--- src/rtl/met_pkg.sv ---
// shared types, constants and helpers for the escape-time evaluator
// no dependencies; used by every module under rtl
`default_nettype none

package met_pkg;

    localparam int MAX_COLUMNS = 4096;
    localparam int MAX_ROWS    = 4096;
    localparam int FRAC_BITS   = 44;

    localparam int VAL_W   = 48;
    localparam int SQ_W    = 51;
    localparam int ITER_W  = 24;
    localparam int COORD_W = 12;
    localparam int STEP_W  = 47;
    localparam int TAG_W   = 3;
    localparam int WIDE_W  = 61;

    // register indexes of the write port
    localparam logic [2:0] REG_MAX_ITER  = 3'd0;
    localparam logic [2:0] REG_ORIGIN_RE = 3'd1;
    localparam logic [2:0] REG_ORIGIN_IM = 3'd2;
    localparam logic [2:0] REG_STEP_RE   = 3'd3;
    localparam logic [2:0] REG_STEP_IM   = 3'd4;

    localparam logic [ITER_W-1:0] MAX_ITER_RST = 24'd10000;
    localparam logic [VAL_W-1:0]  ORIGIN_RST   = 48'hE000_0000_0000;
    localparam logic [STEP_W-1:0] STEP_RST     = 47'h0004_0000_0000;

    // |z|^2 bound of four
    localparam logic [SQ_W:0] ESC_LIMIT = 52'(4) << FRAC_BITS;

    typedef logic signed [VAL_W-1:0] val_t;
    typedef logic [SQ_W-1:0] sq_t;

    typedef struct packed {
        logic               valid;
        logic               done;
        logic [TAG_W-1:0]   tag;
        logic [ITER_W-1:0]  count;
        logic [COORD_W-1:0] col;
        logic [COORD_W-1:0] row;
        val_t               c_re;
        val_t               c_im;
    } ctx_t;

    typedef struct packed {
        logic [COORD_W-1:0] col;
        logic [COORD_W-1:0] row;
        val_t               c_re;
        val_t               c_im;
    } ins_t;

    typedef struct packed {
        logic [ITER_W-1:0]  count;
        logic [COORD_W-1:0] col;
        logic [COORD_W-1:0] row;
    } ret_t;

    function automatic val_t sat_val(input logic signed [WIDE_W-1:0] v);
        logic signed [WIDE_W-1:0] hi;
        logic signed [WIDE_W-1:0] lo;
        hi = WIDE_W'(signed'({1'b0, {(VAL_W-1){1'b1}}}));
        lo = -hi - WIDE_W'(1);
        if (v > hi) begin
            return val_t'(hi);
        end else if (v < lo) begin
            return val_t'(lo);
        end
        return val_t'(v);
    endfunction

    function automatic logic [VAL_W-1:0] mag(input val_t v);
        return v[VAL_W-1] ? VAL_W'(-v) : VAL_W'(v);
    endfunction

    function automatic logic signed [WIDE_W-1:0] sext(input val_t v);
        return WIDE_W'(v);
    endfunction

endpackage

`default_nettype wire

--- src/rtl/met_coord.sv ---
// maps pixel coordinates to the point c, two register stages
// depends on met_pkg
`default_nettype none

module met_coord (
    input  wire logic                        aclk,
    input  wire logic                        aresetn,
    input  wire logic                        in_valid,
    output logic                             in_ready,
    input  wire logic [met_pkg::COORD_W-1:0] in_col,
    input  wire logic [met_pkg::COORD_W-1:0] in_row,
    input  wire met_pkg::val_t               origin_re,
    input  wire met_pkg::val_t               origin_im,
    input  wire logic [met_pkg::STEP_W-1:0]  step_re,
    input  wire logic [met_pkg::STEP_W-1:0]  step_im,
    output logic                             ins_valid,
    output met_pkg::ins_t                    ins_word,
    input  wire logic                        ins_ready
);

    localparam int PROD_W = met_pkg::COORD_W + met_pkg::STEP_W;

    logic                        m1_valid_reg;
    logic [met_pkg::COORD_W-1:0] m1_col_reg, m1_row_reg;
    logic [PROD_W-1:0]           m1_pre_reg, m1_pim_reg;
    logic                        m2_valid_reg;
    met_pkg::ins_t               m2_word_reg;

    logic [met_pkg::COORD_W-1:0] ecol, erow;
    logic                        m2_adv;

    assign m2_adv    = !m2_valid_reg || ins_ready;
    assign in_ready  = !m1_valid_reg || m2_adv;
    assign ins_valid = m2_valid_reg;
    assign ins_word  = m2_word_reg;

    // clamp out-of-range coordinates to the last column or row
    always_comb begin
        ecol = (32'(in_col) >= met_pkg::MAX_COLUMNS) ?
               met_pkg::COORD_W'(met_pkg::MAX_COLUMNS - 1) : in_col;
        erow = (32'(in_row) >= met_pkg::MAX_ROWS) ?
               met_pkg::COORD_W'(met_pkg::MAX_ROWS - 1) : in_row;
    end

    always_ff @(posedge aclk) begin
        if (!aresetn) begin
            m1_valid_reg <= 1'b0;
            m2_valid_reg <= 1'b0;
        end else begin
            if (in_ready) begin
                m1_valid_reg <= in_valid;
            end
            if (m2_adv) begin
                m2_valid_reg <= m1_valid_reg;
            end
        end
    end

    always_ff @(posedge aclk) begin
        if (in_ready && in_valid) begin
            m1_col_reg <= in_col;
            m1_row_reg <= in_row;
            m1_pre_reg <= PROD_W'(ecol) * PROD_W'(step_re);
            m1_pim_reg <= PROD_W'(erow) * PROD_W'(step_im);
        end
        if (m2_adv && m1_valid_reg) begin
            m2_word_reg.col  <= m1_col_reg;
            m2_word_reg.row  <= m1_row_reg;
            m2_word_reg.c_re <= met_pkg::sat_val(met_pkg::sext(origin_re)
                                + met_pkg::WIDE_W'(m1_pre_reg));
            m2_word_reg.c_im <= met_pkg::sat_val(met_pkg::sext(origin_im)
                                + met_pkg::WIDE_W'(m1_pim_reg));
        end
    end

endmodule

`default_nettype wire

--- config.mk ---
export PLATFORM = sky130hd
export DESIGN_NAME = met_coord
export DESIGN_NICKNAME = d
export VERILOG_FILES = /design/src/rtl/met_pkg.sv /design/src/rtl/met_coord.sv
export SDC_FILE = /design/constraint.sdc
export NUM_CORES = 2
export LEC_CHECK = 0
export ABC_CLOCK_PERIOD_IN_PS = 7400
export BUFFER_PORTS_ARGS = -buffer_cell sky130_fd_sc_hd__buf_2
export CELL_PAD_IN_SITES_DETAIL_PLACEMENT = 1
export CELL_PAD_IN_SITES_GLOBAL_PLACEMENT = 2
export CORE_ASPECT_RATIO = 1.2
export CORE_UTILIZATION = 36
export DETAILED_ROUTE_END_ITERATION = 7
export GPL_TIMING_DRIVEN = 0
export PLACE_DENSITY_LB_ADDON = 0.1
export SYNTH_ARGS = -nofsm -noshare
export SYNTH_HDL_FRONTEND = slang
export SYNTH_SLANG_ARGS = --single-unit
--- constraint.sdc ---
create_clock -name aclk -period 7.4 [get_ports aclk]
set_input_delay 1.48 -clock aclk [delete_from_list [all_inputs] [get_ports aclk]]
set_output_delay 1.48 -clock aclk [all_outputs]
set_load 0.03 [all_outputs]
## Word level (Yosys, flattened, before mapping)

Cells that the tools add are included.

- Input bits: 218
- Output and inout port bits: 122
- Bits in registers: 264

- Add/subtract/negate cells: 2
- Multiply operators: 2
- Magnitude comparators: 4
- Muxes and demuxes: 12
- Reductions and logical operators: 6

Operators with widths:

| cell | count |
|---|---|
| two-way mux 48 bit | 6 |
| adder 48 x 60 -> 61 bit | 2 |
| > comparator 61 x 48 -> 1 bit (second input constant) | 2 |
| less-than comparator 61 x 48 -> 1 bit (second input constant) | 2 |
| multiplier 12 x 47 -> 59 bit | 2 |
| two-way mux 1 bit | 6 |
| logical AND 1 bit | 2 |
| logical NOT 1 bit | 2 |
| logical OR 1 bit | 2 |

## Longest topological paths before layout

- Word-level depth: 6
- Depth in mapped cells: 27
- Gate-level depth less buffers: 25

## Worst setup path after synthesis

OpenSTA, ideal clock, no wires.

- Path type: input -> register
- Start: in in_col[3] in the netlist's numbering
- End: reg m1_pre_reg[55], data pin
- Slack: -0.132 ns
- Cell stages on the path: 26
- Arrival time: 7.273 ns
- Buffers on the path: 3
- Setup time: 0.259 ns
- Path through: clkbuf_1 -> clkbuf_1 -> nand2_1 -> fa_1 -> fa_1 -> inv_1 -> fa_1 -> fa_1 -> inv_1 -> fa_1 -> inv_1 -> ha_1 -> clkbuf_1 -> a21o_1 -> a21o_1 -> a21oi_1 -> o21ai_0 -> a311oi_1 -> o21ai_0 -> nand4_1 -> o2111ai_1 -> nand3_1 -> or3b_2 -> a21o_1 -> a21oi_1 -> xnor2_1

- Cells in the longest elaborated chain, start to end: 1

RTL lines:

| element | line | RTL |
|---|---|---|
| start: declaration | met_coord.sv:10 | `input wire logic [met_pkg::COORD_W-1:0] in_col,` |
| multiplier 12 x 47 -> 59 bit | met_coord.sv:63 | `m1_pre_reg <= PROD_W'(ecol) * PROD_W'(step_re);` |
| end signal: assignment | met_coord.sv:63 |  |
| end: declaration | met_coord.sv:25 | `logic [PROD_W-1:0] m1_pre_reg, m1_pim_reg;` |

Every way passes these cells.
A chain may end at the register's enable or synchronous reset.

## Worst setup path after layout

- Start: in in_row[7] in the netlist's numbering
- End: reg m1_pim_reg[36], data pin

- Cells in the longest elaborated chain, start to end: 1

RTL lines:

| element | line | RTL |
|---|---|---|
| start: declaration | met_coord.sv:11 | `input wire logic [met_pkg::COORD_W-1:0] in_row,` |
| multiplier 12 x 47 -> 59 bit | met_coord.sv:64 | `m1_pim_reg <= PROD_W'(erow) * PROD_W'(step_im);` |
| end signal: assignment | met_coord.sv:64 |  |
| end: declaration | met_coord.sv:25 |  |

Every way passes these cells.

==> summary by stage <==
Run status
The run finished with clean final reports.

Clocking
The buffer levels on the longest clock path is 3. The clock-pin slew on the worst setup and hold paths is approximately 0.06 ns. TritonCTS built the clock tree. The clock net in this run drives a total of between 200 and 300 sinks. In this run the clock root is driven by a sky130_fd_sc_hd__clkbuf_16. The later pin in the worst-skew pair is clocked with a latency of 0.61 ns. The number of CTS-inserted buffers is 36. The number of levels the H-tree was split into is 2.

Placement
The detailed-placement wirelength estimate is between 100000 and 150000 um. The congestion estimate from routability-driven global placement came to just under 0.9. The count of buffers from port buffering is ~340.

The instance count after placement with tap cells included is about 7600. The area of placed instances is between 0.05 and 0.06 sq mm.

Run
Max-cap violations in this run came to 0.

Timing
The highest achievable clock rate is ~140 MHz. The time the worst path needs with I/O delays and setup is 7.26 ns. The relative slew slack is a little over 30%.

After routing, the total negative slack on setup checks comes to 0 ns. Setup violations remaining at the end of the flow were counted as 0. For the pin with the worst max-slew slack, the measured transition is between 1 and 1.5 ns. The number of failing hold endpoints at the final stage is 0. Setup repair after global routing could not meet its margin everywhere. The total count of max-transition violations in the final report came to 0.

The final hold slack is a little over 0.4 ns. The worst setup skew after layout is a little over 0.05 ns. The fraction of the cycle the final worst path needs is 98.1%.

Detailed routing
For this run, design rule violations remaining after detail routing come to 0. The number of vias per cell after detailed routing is ~5.0. The detailed router finished its first iteration with between 1000 and 1500 violations. The total wire length after detailed routing is ~170000 um.

The routed layout has 38714 vias. The routed length per placed instance is between 20 and 25 um. The count of antenna-violating nets left after detailed routing is 0. Before antenna repair, the detailed router went through 5 iterations.

Global route
The initial antenna violation count is 22. The first global-routing pass estimated roughly 260000 um of wire. The via count of the first global-routing pass is roughly 44000.

Global routing used between 20% and 30% of the available tracks across all layers. The total overflow left after global routing is 0. The maximum number of pins on one net before global-route repair is 67.

Yosys
The area share of the largest cell type after synthesis is 36.5%. Yosys printed 0 warnings. The post-synthesis sequential area ratio is about 16%. Ranked by total cell area, the synthesized netlist is headed by sky130_fd_sc_hd__fa_1 (37%), sky130_fd_sc_hd__edfxtp_1 (16%), sky130_fd_sc_hd__ha_1 (7.9%). The number of different library cells in the post-synthesis netlist is 79.

The synthesized design contains between 200 and 300 enable-type register cells. Summed over all instances, the cell type with the most area after synthesis is sky130_fd_sc_hd__fa_1. The summed instance area of the synthesized netlist is approximately 0.049 sq mm. The post-synthesis sequential element count is roughly 260. For this run, asynchronously set or reset flops after synthesis account for 0%. Counting every net in the synthesized netlist gives 6925. In the synthesized netlist the dominant register cell turns out to be sky130_fd_sc_hd__edfxtp_1. The average footprint of a synthesized cell is between 9 and 10 sq um.

Counting every instance in the synthesized netlist gives 5491.

Worst setup path
The worst setup path is captured at a flip-flop. The setup path with the least slack is of type in -> reg. STA puts the critical path data required time at 7.69 ns. The startpoint kind of the worst setup timing path is an input port. The maximum fanout along the worst path is 10. Data arrives at the worst endpoint at between 7 and 8 ns.

Layout
The number of nets in the layout is 7327. The synthesis-to-finish area growth is 14.8%. Excluding fillers, the count of instances in the completed layout stands at around 7700. The layout cell share with drive strength beyond 1 is between 10% and 20%.

The register with the most flip-flops in the layout has 120 of them. The post-route standard cell area excluding fillers is around 0.057 sq mm.

Floorplan
The vertical extent of the die is 408 um. The total area inside the core boundary comes to ~0.14 sq mm. The die is approximately 340 um wide. The number of cell rows is ~150. The floorplan step defined a die boundary enclosing approximately 0.14 sq mm.

The number of primary I/O pins is 340. Once the floorplan was initialized, standard cells occupied 36.4% of the core.

Worst hold path
The min-delay analysis places its worst path in the category reg -> reg.
layout make-up:
class | count | area [sq um]
diodes | 10 | 25.0
plain buffers | 265 | 2090
clock buffers | 43 | 927
clock inverters | 22 | 226
fillers | 15833 | 79100
inverters | 1030 | 3870
multi-input cells | 3905 | 37200
flip-flops and latches | 264 | 7910
well taps | 1800 | 2250
repair buffers | 391 | 2290
critical path: stages:
cell	delay [ns]
sky130_fd_sc_hd__buf_4	0.14
sky130_fd_sc_hd__clkbuf_16	0.16
sky130_fd_sc_hd__clkbuf_2	0.31
sky130_fd_sc_hd__nand2_1	0.13
sky130_fd_sc_hd__fa_1	0.44
sky130_fd_sc_hd__fa_1	0.48
sky130_fd_sc_hd__fa_1	0.56
sky130_fd_sc_hd__inv_1	0.05
sky130_fd_sc_hd__fa_1	0.50
sky130_fd_sc_hd__fa_1	0.41
sky130_fd_sc_hd__ha_1	0.41
sky130_fd_sc_hd__nor2_1	0.08
sky130_fd_sc_hd__nor2_1	0.09
sky130_fd_sc_hd__nor2_1	0.05
sky130_fd_sc_hd__a31oi_2	0.22
sky130_fd_sc_hd__a21oi_2	0.12
sky130_fd_sc_hd__o31ai_4	0.38
sky130_fd_sc_hd__a21oi_2	0.15
sky130_fd_sc_hd__o31ai_4	0.36
sky130_fd_sc_hd__o22a_2	0.31
sky130_fd_sc_hd__a21o_1	0.13
sky130_fd_sc_hd__a21oi_1	0.09
sky130_fd_sc_hd__xnor2_2	0.46
synth_stat cells (4+ instances only):
cell type / instances
sky130_fd_sc_hd__inv_1: 1030
sky130_fd_sc_hd__nand2_1: 988
sky130_fd_sc_hd__fa_1: 902
sky130_fd_sc_hd__ha_1: 314
sky130_fd_sc_hd__and2_1: 300
sky130_fd_sc_hd__clkbuf_1: 267
sky130_fd_sc_hd__edfxtp_1: 262
sky130_fd_sc_hd__a21oi_1: 238
sky130_fd_sc_hd__o21ai_0: 171
sky130_fd_sc_hd__xnor2_1: 134
sky130_fd_sc_hd__a21o_1: 131
sky130_fd_sc_hd__nor2_1: 119
sky130_fd_sc_hd__xor2_1: 80
sky130_fd_sc_hd__nand3_1: 48
sky130_fd_sc_hd__nand4_1: 40
sky130_fd_sc_hd__a31oi_1: 38
sky130_fd_sc_hd__o21ai_1: 38
sky130_fd_sc_hd__nor2b_1: 36
sky130_fd_sc_hd__and3_1: 35
sky130_fd_sc_hd__o21bai_1: 30
sky130_fd_sc_hd__nand2b_1: 28
sky130_fd_sc_hd__nor3_1: 26
sky130_fd_sc_hd__o21a_1: 26
sky130_fd_sc_hd__and4_1: 16
sky130_fd_sc_hd__o211ai_1: 15
sky130_fd_sc_hd__or3_1: 14
sky130_fd_sc_hd__a21boi_0: 11
sky130_fd_sc_hd__buf_1: 11
sky130_fd_sc_hd__a211oi_1: 10
sky130_fd_sc_hd__buf_2: 9
sky130_fd_sc_hd__o31ai_1: 9
sky130_fd_sc_hd__a211o_1: 8
sky130_fd_sc_hd__nor4_1: 8
sky130_fd_sc_hd__a311oi_1: 7
sky130_fd_sc_hd__o221ai_1: 5
sky130_fd_sc_hd__or2_2: 5
sky130_fd_sc_hd__a2111oi_0: 4
sky130_fd_sc_hd__a31o_2: 4
sky130_fd_sc_hd__a41oi_1: 4
sky130_fd_sc_hd__o211a_1: 4
sky130_fd_sc_hd__o41ai_1: 4
cells by family (layout without fill, tap and decap cells):
logic type,Yosys count,count (layout),synth area share [%]
other cells,0,10,0
simple gates,1680,1680,15.6
fa+ha+maj,1216,1216,44.4
mux,3,3,0.0632
buf+inv,1322,1751,10.1
xor+xnor,214,214,3.79
compound gates,792,792,9.97
flops,264,264,16.0
repair_timing:
action | in CTS | in global routing
buffers inserted | 11 | 30
pin swaps | 18 | 52
setup endpoints to repair | 75 | 33
resized for setup | 355 | 227
endpoints found under the hold margin | 0 | 0
hold buffers | 0 | 0
gates cloned | 0 | 5
cell usage in the layout (no fill, tap or decap), types with 40 or more instances in the layout:
cell type / count
sky130_fd_sc_hd__inv_1: 1028
sky130_fd_sc_hd__nand2_1: 987
sky130_fd_sc_hd__fa_1: 899
sky130_fd_sc_hd__buf_2: 351
sky130_fd_sc_hd__ha_1: 299
sky130_fd_sc_hd__and2_1: 296
sky130_fd_sc_hd__edfxtp_1: 262
sky130_fd_sc_hd__a21oi_1: 220
sky130_fd_sc_hd__o21ai_0: 160
sky130_fd_sc_hd__a21o_1: 131
sky130_fd_sc_hd__xnor2_1: 124
sky130_fd_sc_hd__nor2_1: 118
sky130_fd_sc_hd__clkbuf_1: 97
sky130_fd_sc_hd__xor2_1: 79
sky130_fd_sc_hd__clkbuf_2: 57
sky130_fd_sc_hd__buf_4: 55
sky130_fd_sc_hd__clkbuf_16: 52
sky130_fd_sc_hd__nand3_1: 46
sky130_fd_sc_hd__o21ai_1: 42
sky130_fd_sc_hd__nand4_1: 40
metal layers:
metal	wire, um	part of all wire [%]	track usage [%]
met5	66	0.039	0
met4	6990	4.1	8.84
met3	5280	3.1	2.75
met2	91300	53	47.2
met1	67600	39	28.8
stage by stage:
step                      util (%)  setup slack, ns
after CTS                     41.1       -0.0000329
final                         41.8            0.141
after detailed placement      39.4            -3.25
after global routing          41.8          -0.0265
after floorplan                  -          -0.0772
after global placement        39.3            -3.22
final timing paths:
check             slack [ns]        endpoint  cells past startpoint     startpoint
setup reg to reg        1.33    ins_word[94]                     18  m1_pre_reg[0]
hold reg to reg         0.41   ins_word[117]                      0  m1_col_reg[9]
hold / removal          0.41   ins_word[117]                      0  m1_col_reg[9]
setup / recovery        0.14  m1_pim_reg[36]                     23      in_row[7]
Power is not shown: default switching activity piles up to over one toggle a cycle in this logic, so the estimate is an artifact.
